$ cat config.mk
export PLATFORM = sky130hd
export DESIGN_NAME = quadrature_detent_position
export DESIGN_NICKNAME = d
export VERILOG_FILES = /design/src/hw/rtl/qdp_pkg.sv /design/src/hw/rtl/qdp_phase_fsm.sv /design/src/hw/rtl/qdp_position_update.sv /design/src/hw/rtl/quadrature_detent_position.sv
export SDC_FILE = /design/constraint.sdc
export NUM_CORES = 1
export LEC_CHECK = 0
export ABC_AREA = 1
export BUFFER_PORTS_ARGS = -buffer_cell sky130_fd_sc_hd__buf_2
export CORE_MARGIN = 4
export CORE_UTILIZATION = 35
export CTS_CLUSTER_SIZE = 8
export DETAILED_ROUTE_END_ITERATION = 12
export PLACE_DENSITY = 0.58
export SYNTH_ARGS = -nofsm -noshare
export SYNTH_HDL_FRONTEND = slang
export SYNTH_SLANG_ARGS = --single-unit
export TNS_END_PERCENT = 20
$ cat constraint.sdc
create_clock -name clk -period 3.65 [get_ports clk]
set_input_delay 0.365 -clock clk [delete_from_list [all_inputs] [get_ports clk]]
set_output_delay 0.365 -clock clk [all_outputs]
set_load 0.02 [all_outputs]
$ cat src/hw/rtl/qdp_pkg.sv
// ----------------------------------------------------------------------------
// qdp_pkg
// Shared types and constants for the quadrature detent position block.
// ----------------------------------------------------------------------------
package qdp_pkg;

    localparam int unsigned POS_W      = 16;
    localparam int unsigned CFG_IDX_W  = 2;
    localparam int unsigned S_TDATA_W  = 24;
    localparam int unsigned M_TDATA_W  = 16;

    localparam logic [POS_W-1:0] POSITION_MIN_RST = 16'd0;
    localparam logic [POS_W-1:0] POSITION_MAX_RST = 16'd65535;
    localparam logic [POS_W-1:0] STEP_SIZE_RST    = 16'd1;

    // configuration register indexes
    localparam logic [CFG_IDX_W-1:0] CFG_POSITION_MIN = 2'd0;
    localparam logic [CFG_IDX_W-1:0] CFG_POSITION_MAX = 2'd1;
    localparam logic [CFG_IDX_W-1:0] CFG_STEP_SIZE    = 2'd2;

    typedef enum logic [2:0] {
        PH_IDLE = 3'd0,
        PH_CW1  = 3'd1,
        PH_CW2  = 3'd2,
        PH_CW3  = 3'd3,
        PH_CCW1 = 3'd4,
        PH_CCW2 = 3'd5,
        PH_CCW3 = 3'd6
    } phase_t;

    typedef struct packed {
        logic cw;
        logic ccw;
    } detent_t;

endpackage

$ cat src/hw/rtl/qdp_phase_fsm.sv
// ----------------------------------------------------------------------------
// qdp_phase_fsm
// Seven-phase quadrature tracker; flags a completed detent on the current item.
// ----------------------------------------------------------------------------
module qdp_phase_fsm (
    input  logic            clk,
    input  logic            rst_n,
    input  logic            step_en,
    input  logic            pin_a,
    input  logic            pin_b,
    output qdp_pkg::phase_t phase,
    output qdp_pkg::detent_t detent
);
    import qdp_pkg::*;

    phase_t phase_reg;
    phase_t phase_next;

    always_ff @(posedge clk or negedge rst_n)
    begin
        if (!rst_n)
        begin
            phase_reg <= PH_IDLE;
        end
        else if (step_en)
        begin
            phase_reg <= phase_next;
        end
    end

    // next phase
    always_comb
    begin
        phase_next = phase_reg;
        case (phase_reg)
            PH_CW1:
            begin
                if (!pin_a && !pin_b)
                    phase_next = PH_CW2;
                else if (pin_a && pin_b)
                    phase_next = PH_IDLE;
            end
            PH_CW2:
            begin
                if (!pin_a && pin_b)
                    phase_next = PH_CW3;
                else if (pin_a && !pin_b)
                    phase_next = PH_CW1;
                else if (pin_a && pin_b)
                    phase_next = PH_IDLE;
            end
            PH_CW3:
            begin
                if (!pin_a && !pin_b)
                    phase_next = PH_CW2;
                else if (pin_a && pin_b)
                    phase_next = PH_IDLE;
            end
            PH_CCW1:
            begin
                if (!pin_a && !pin_b)
                    phase_next = PH_CCW2;
                else if (pin_a && pin_b)
                    phase_next = PH_IDLE;
            end
            PH_CCW2:
            begin
                if (pin_a && !pin_b)
                    phase_next = PH_CCW3;
                else if (!pin_a && pin_b)
                    phase_next = PH_CCW1;
                else if (pin_a && pin_b)
                    phase_next = PH_IDLE;
            end
            PH_CCW3:
            begin
                if (!pin_a && !pin_b)
                    phase_next = PH_CCW2;
                else if (pin_a && pin_b)
                    phase_next = PH_IDLE;
            end
            default:
            begin
                if (pin_a && !pin_b)
                    phase_next = PH_CW1;
                else if (!pin_a && pin_b)
                    phase_next = PH_CCW1;
                else
                    phase_next = PH_IDLE;
            end
        endcase
    end

    // detent flags
    always_comb
    begin
        detent = '0;
        case (phase_reg)
            PH_CW3:  detent.cw  = pin_a && pin_b;
            PH_CCW3: detent.ccw = pin_a && pin_b;
            default: detent     = '0;
        endcase
    end

    assign phase = phase_reg;

endmodule

$ cat src/hw/rtl/qdp_position_update.sv
// ----------------------------------------------------------------------------
// qdp_position_update
// Adds or subtracts one step on a detent and clamps to the configured bounds.
// ----------------------------------------------------------------------------
module qdp_position_update (
    input  qdp_pkg::detent_t               detent,
    input  logic [qdp_pkg::POS_W-1:0]      position_in,
    input  logic [qdp_pkg::POS_W-1:0]      position_min,
    input  logic [qdp_pkg::POS_W-1:0]      position_max,
    input  logic [qdp_pkg::POS_W-1:0]      step_size,
    output logic [qdp_pkg::POS_W-1:0]      position_out
);
    import qdp_pkg::*;

    logic        [POS_W:0] sum;
    logic signed [POS_W:0] diff;
    logic signed [POS_W:0] min_s;

    assign sum   = {1'b0, position_in} + {1'b0, step_size};
    assign diff  = $signed({1'b0, position_in}) - $signed({1'b0, step_size});
    assign min_s = $signed({1'b0, position_min});

    always_comb
    begin
        position_out = position_in;
        if (detent.cw && (position_in < position_max))
        begin
            if (sum > {1'b0, position_max})
                position_out = position_max;
            else
                position_out = sum[POS_W-1:0];
        end
        else if (detent.ccw && (position_in > position_min))
        begin
            if (diff < min_s)
                position_out = position_min;
            else
                position_out = diff[POS_W-1:0];
        end
    end

endmodule

$ cat src/hw/rtl/quadrature_detent_position.sv
// ----------------------------------------------------------------------------
// quadrature_detent_position
// Quadrature encoder decoder that moves a position by one step per detent.
//
//   channel  dir  width  contents
//   s_*      in   24     pin_a, pin_b, position_in
//   m_*      out  16     position_out
//   cfg_*    in   16     position_min, position_max, step_size
//
// one item per cycle while the output is not stalled: input register, then result register
// the phase register advances as an item moves into the result register
// reset returns the tracker to idle and loads the register defaults
// s_tready falls only while both registers hold items and m_tready is low
// ----------------------------------------------------------------------------
module quadrature_detent_position (
    input  logic                           clk,
    input  logic                           rst_n,
    input  logic                           s_tvalid,
    output logic                           s_tready,
    // [0] pin_a, [1] pin_b, [17:2] position_in, [23:18] zero
    input  logic [qdp_pkg::S_TDATA_W-1:0]  s_tdata,
    output logic                           m_tvalid,
    input  logic                           m_tready,
    // [15:0] position_out
    output logic [qdp_pkg::M_TDATA_W-1:0]  m_tdata,
    input  logic                           cfg_we,
    input  logic [qdp_pkg::CFG_IDX_W-1:0]  cfg_index,
    input  logic [qdp_pkg::POS_W-1:0]      cfg_data
);
    import qdp_pkg::*;

    logic [POS_W-1:0] position_min_reg;
    logic [POS_W-1:0] position_max_reg;
    logic [POS_W-1:0] step_size_reg;

    logic             in_valid_reg;
    logic             pin_a_reg;
    logic             pin_b_reg;
    logic [POS_W-1:0] position_in_reg;

    logic             out_valid_reg;
    logic [POS_W-1:0] position_out_reg;
    logic [POS_W-1:0] position_out_next;

    logic             advance;
    logic             step_en;
    phase_t           phase;
    detent_t          detent;

    assign advance  = !out_valid_reg || m_tready;
    assign step_en  = in_valid_reg && advance;
    assign s_tready = !in_valid_reg || advance;

    always_ff @(posedge clk or negedge rst_n)
    begin
        if (!rst_n)
        begin
            position_min_reg <= POSITION_MIN_RST;
            position_max_reg <= POSITION_MAX_RST;
            step_size_reg    <= STEP_SIZE_RST;
        end
        else if (cfg_we)
        begin
            case (cfg_index)
                CFG_POSITION_MIN: position_min_reg <= cfg_data;
                CFG_POSITION_MAX: position_max_reg <= cfg_data;
                CFG_STEP_SIZE:    step_size_reg    <= cfg_data;
                default:          ;
            endcase
        end
    end

    // input register
    always_ff @(posedge clk or negedge rst_n)
    begin
        if (!rst_n)
        begin
            in_valid_reg <= 1'b0;
        end
        else if (s_tready)
        begin
            in_valid_reg <= s_tvalid;
        end
    end

    always_ff @(posedge clk)
    begin
        if (s_tready && s_tvalid)
        begin
            pin_a_reg       <= s_tdata[0];
            pin_b_reg       <= s_tdata[1];
            position_in_reg <= s_tdata[POS_W+1:2];
        end
    end

    qdp_phase_fsm u_phase_fsm (
        .clk     (clk),
        .rst_n   (rst_n),
        .step_en (step_en),
        .pin_a   (pin_a_reg),
        .pin_b   (pin_b_reg),
        .phase   (phase),
        .detent  (detent)
    );

    qdp_position_update u_position_update (
        .detent       (detent),
        .position_in  (position_in_reg),
        .position_min (position_min_reg),
        .position_max (position_max_reg),
        .step_size    (step_size_reg),
        .position_out (position_out_next)
    );

    // result register
    always_ff @(posedge clk or negedge rst_n)
    begin
        if (!rst_n)
        begin
            out_valid_reg <= 1'b0;
        end
        else if (advance)
        begin
            out_valid_reg <= in_valid_reg;
        end
    end

    always_ff @(posedge clk)
    begin
        if (step_en)
        begin
            position_out_reg <= position_out_next;
        end
    end

    assign m_tvalid = out_valid_reg;
    assign m_tdata  = position_out_reg;

    a_stall_only_when_full: assert property (@(posedge clk) disable iff (!rst_n)
        !s_tready |-> (in_valid_reg && out_valid_reg && !m_tready))
        else $error("input stalled without a full pipeline");

    a_detent_needs_both_high: assert property (@(posedge clk) disable iff (!rst_n)
        (detent.cw || detent.ccw) |-> (pin_a_reg && pin_b_reg &&
            (phase == PH_CW3 || phase == PH_CCW3)))
        else $error("detent flagged outside a final phase");

    a_no_detent_passes_through: assert property (@(posedge clk) disable iff (!rst_n)
        (step_en && !detent.cw && !detent.ccw) |=> (m_tdata == $past(position_in_reg)))
        else $error("position changed without a detent");

    a_cw_never_decreases: assert property (@(posedge clk) disable iff (!rst_n)
        (step_en && detent.cw) |=> (m_tdata >= $past(position_in_reg)
            || $past(position_in_reg) >= $past(position_max_reg)))
        else $error("clockwise detent lowered the position");

endmodule

# Word-level counts from Yosys, hierarchy flattened
# Cells that the tools add are included.
# word_totals
out_inout_bits	18
wordCells	60
input_bits	47
reg_bits	87
# classes
eq_ne	8
n_lt_le_gt_ge	4
n_addsub	2
reduce_logical	20
mux	16
# op_table
operator	count
two-way mux 16 bit	4
two-way mux 3 bit	9
adder 16 x 16 -> 17 bit	1
> comparator 17 x 16 -> 1 bit	1
less-than comparator 17 bit	1
subtractor 16 x 16 -> 17 bit	1
> comparator 16 bit	1
less-than comparator 16 bit	1
one-hot mux 3 bit (4 select lines)	1
equality test 3 bit, second input constant	3
logical AND 1 bit	8
equality test 3 x 2 -> 1 bit, second input constant	2
AND reduction 2 bit	3
zero test 1 bit	4
OR reduction 2 bit	2
equality test 3 x 1 -> 1 bit, second input constant	1
equality test 2 x 1 -> 1 bit, second input constant	1
equality test 2 bit, second input constant	1
zero test 2 bit	1
logical OR 1 bit	2
two-way mux 1 bit	2

# Logic depth before layout (Yosys ltp)
# depth
ltp_word	5
mapped_depth	29
ltp_nobuf	28

# Cells and area by module
# Synthesis repeated with hierarchy kept, for this count alone.
# unflattened
cells_unflattened	1062
area_unflattened_um2	7795.0
# modules_own_cells
mod	n_inst	cells_each	area_each_um2	seq_area_each_um2
qdp_position_update	1	754	4332.9	0.0
quadrature_detent_position	1	259	3173.0	2293.4
qdp_phase_fsm	1	49	289.0	75.1

# Worst setup path before layout
# No wires, ideal clock.
# synth_path
kind	register to register
start	register step_size_reg[0]
end	register position_out_reg[4] (netlist: m_tdata[4]) (data pin)
path_buffers	1
path_slack_ns	0.121
synth_period_minus_slack_ns	3.529
path_stages_with_launch	24
arrival_time_ns	3.276
setup_ns	0.254
t_required_ns	3.396
cell_sequence	dfstp_2 ha_1 inv_1 fa_1 nand3b_1 nand2_1 nand2_1 nand2_2 a21oi_1 xor2_1 ha_1 a21oi_1 nor2_1 a211oi_1 nand2_1 nand2_1 nand2_1 nand2_1 nand2_1 nand2_1 buf_2 nand3_1 nand3_1 nand2_1
# synth_between
elab_chain_cells	5
# synth_rtl
element	line	text
start, declared	quadrature_detent_position.sv:34	logic [POS_W-1:0] step_size_reg;
start signal, assigned	quadrature_detent_position.sv:67	CFG_STEP_SIZE: step_size_reg <= cfg_data;
subtractor 16 x 16 -> 17 bit	qdp_position_update.sv:20	assign diff = $signed({1'b0, position_in}) - $signed({1'b0, step_size});
less-than comparator 17 bit	qdp_position_update.sv:35	if (diff < min_s)
two-way mux 16 bit	qdp_position_update.sv:35	
two-way mux 16 bit	qdp_position_update.sv:33	else if (detent.ccw && (position_in > position_min))
two-way mux 16 bit (*)	qdp_position_update.sv:26	if (detent.cw && (position_in < position_max))
named net position_out_next[4]	quadrature_detent_position.sv:43	logic [POS_W-1:0] position_out_next;
end signal, assigned	quadrature_detent_position.sv:132	position_out_reg <= position_out_next;
end, declared	quadrature_detent_position.sv:42	logic [POS_W-1:0] position_out_reg;
# The timed path passes the listed nets; every way through them passes the cells marked *.
# A chain may end at the register's enable or synchronous reset.

# Worst setup path in the final report
# layout_path
start	register step_size_reg[0]
end	register position_out_reg[3] (netlist: m_tdata[3]) (data pin)
# The elaborated chain is that of the path after synthesis.

==> reports/qor.txt <==
syn avg cell area - 7.54 um^2
WP data required - 3.76 ns
Slew HR - 31.9%
filler instances - 2128
Slew Limit Fails - 0
most common cell after layout, fill and taps aside - nand2_1
number of H-tree levels - 3
drt first pass iters - 6
antenna viol nets, final - 0
Clock Path Buffers - 2
RSZ-0062 raised after global routing - yes
first-pass GRT wire length - 33.0 mm
status - finished, violations left
row count - 53
gr usage total - 17.4%
clk_skew - 0.00962 ns
DRC viols - 0
Power Density - 574 mW/mm^2
Clock transition at path regs - 0.06 ns
nets - 1256
TritonCTS clock tree - built
Tcrit/Tclk final - 104%
max cap viols - 0
crit path time final - 3.81 ns
failing checks - setup timing
largest net degree at the start of global routing - 54
DRT Wirelength - 21.0 mm
Yosys reg bits - 87
total die area - 0.0238 mm^2
routed vias - 6810
HP Class - input pin to asynchronous set/reset pin
Synth Instances - 992
Die H - 154 um
layout cells sized above 1 - 26.5%
Area contributors post-synth - ha_1, edfxtp_1, nand2_1
Starting Density - 35.6%
dpl hpwl - 16.6 mm
Vias/cell - 4.89
fin area - 0.00938 mm^2
Post-Syn Area - 0.00748 mm^2
top_reg_cell synth - dfrtp_1
syn nets - 1135
crit path capture type - flop
initial antenna violation count - 0
Post-synth EDFFs - 34
Worst Setup Path Type - flop to flop
YS warnings - 0
post-synth top area cell - ha_1
Max Fclk - 262 MHz
total grt overflow - 0
clk root buf - clkbuf_16
Worst-Margin Slew - 1.02 ns
share of the yosys chip area belonging to registers - 31.7%
Setup WS pre-CTS - -0.221 ns
Inserted Diodes - 0
Leak - 4.75 nW
vias in the first global route - 6380
Clk Latency, worst-skew pair - 0.36 ns
WL/cell - 15.1 um
library cells used by synthesis - 55
I/O Buffers - 58
share of async-settable or async-resettable flops after synthesis - 60.9%
Fin. Hold Viols - 0
setup violators final - 16
Area growth syn-to-layout - 25.3%
CTS Buf Count - 9
Placer Congestion - 0.922
Layout Utilization - 44.6%
placed cell count - 1361
r2r setup slk - -0.16 ns
Peak supply drop - 0.276 mV
Num Clock Sinks - 87
PnR worst setup slack - -0.161 ns
First DRT Iteration DRCs - 429
CP Data Arrival Time - 3.92 ns
most frequent cells in the layout - nand2_1, inv_1, ha_1
top cell type's share of synthesized area - 15.7%
hold_buf cts - 0
Post-DP Area - 0.00845 mm^2
CORE AREA - 0.0210 mm^2
num ports - 65
worst-path fanout max - 6
Die X - 154 um
Critical Path Start Type - flop
non-filler cells, final - 1393
layer usage:
layer,wire [um],global-route usage [%]
met4,406,4.50
met3,944,2.32
met5,0,0
met1,10700,26.2
met2,8990,26.3
cell usage after synthesis, drive strengths merged (17+ instances only):
master  instances
nand3         110
edfxtp         34
nand2         263
a21oi          45
ha             94
o21ai          63
inv           180
xor2           21
nand4          18
dfstp          17
dfrtp          36
nor2           33
metrics by stage:
step | setup TNS (ns) | hold WS, ns | total power, mW
after detailed placement | -3.21 | 0.476 | 3.89
final | -1.83 | 0.129 | 5.38
after CTS | -0.396 | 0.148 | 5.00
after floorplan | 0 | 0.0694 | 3.07
after global placement | -2.21 | 0.467 | 3.84
after global routing | -4.79 | 0.165 | 5.83
final timing paths:
kind                                         to  cells past startpoint            startpoint
min reg2reg                position_min_reg[13]                      2  position_min_reg[13]
max reg2reg                          m_tdata[3]                     24      step_size_reg[0]
min                                in_valid_reg                      2                 rst_n
max in group asynchronous   position_min_reg[0]                      2                 rst_n
min in group clk            position_in_reg[14]                      1           s_tdata[16]
max                                  m_tdata[3]                     24      step_size_reg[0]
final cells by class:
type	count	area (um^2)	share of cell area [%]
timing repair buffer	134	978	10.4
clock buffer	11	233	2.48
sequential	87	2370	25.3
multi-input combinational	700	4740	50.5
inverter	181	682	7.27
tap	275	344	3.67
clock inverter	5	33.8	0.360
cells by family (layout without fill, tap and decap cells):
| logic type | after synthesis | in the layout | synth area share, % |
|---|---|---|---|
| buffers and inverters | 206 | 331 | 11.4 |
| AOI/OAI and AO/OA | 142 | 142 | 11.4 |
| adders and majority gates | 96 | 96 | 16.3 |
| DFF | 87 | 87 | 31.7 |
| xor gates and xnor gates | 21 | 21 | 2.46 |
| and+or+nand+nor | 440 | 441 | 26.8 |
worst max-delay path, cell delays in order (launching register included):
cell and delay (ns):
dfstp_2 0.56, buf_6 0.11, ha_4 0.12, inv_2 0.04
fa_2 0.38, nand2_4 0.10, a22oi_4 0.07, a21oi_2 0.19
o21bai_1 0.11, xor2_1 0.22, inv_1 0.12, ha_4 0.25
a21oi_2 0.13, nor2_1 0.06, a211oi_2 0.19, nand2_1 0.09
nand2_1 0.07, nand2_1 0.05, nand2_2 0.12, nand2_8 0.11
clkbuf_16 0.19, nand3_4 0.05, nand3_2 0.08, nand3_2 0.09
nand2_2 0.06
where the power goes:
part,leakage [nW],internal (mW),switching [mW],total (mW)
clock,0.134,0.465,0.423,0.888
combinational,3.66,1.35,1.82,3.17
sequential,0.950,1.20,0.122,1.32
total,4.75,3.02,2.37,5.38
what timing repair did:
action,4_1_cts,5_1_grt
buffers inserted,7,6
pin swaps,12,56
hold endpoints to repair,0,0
endpoints found under the setup margin,16,16
gates cloned,1,3
gates resized for setup,25,72
Note: power is estimated with default switching activity, not from simulation.
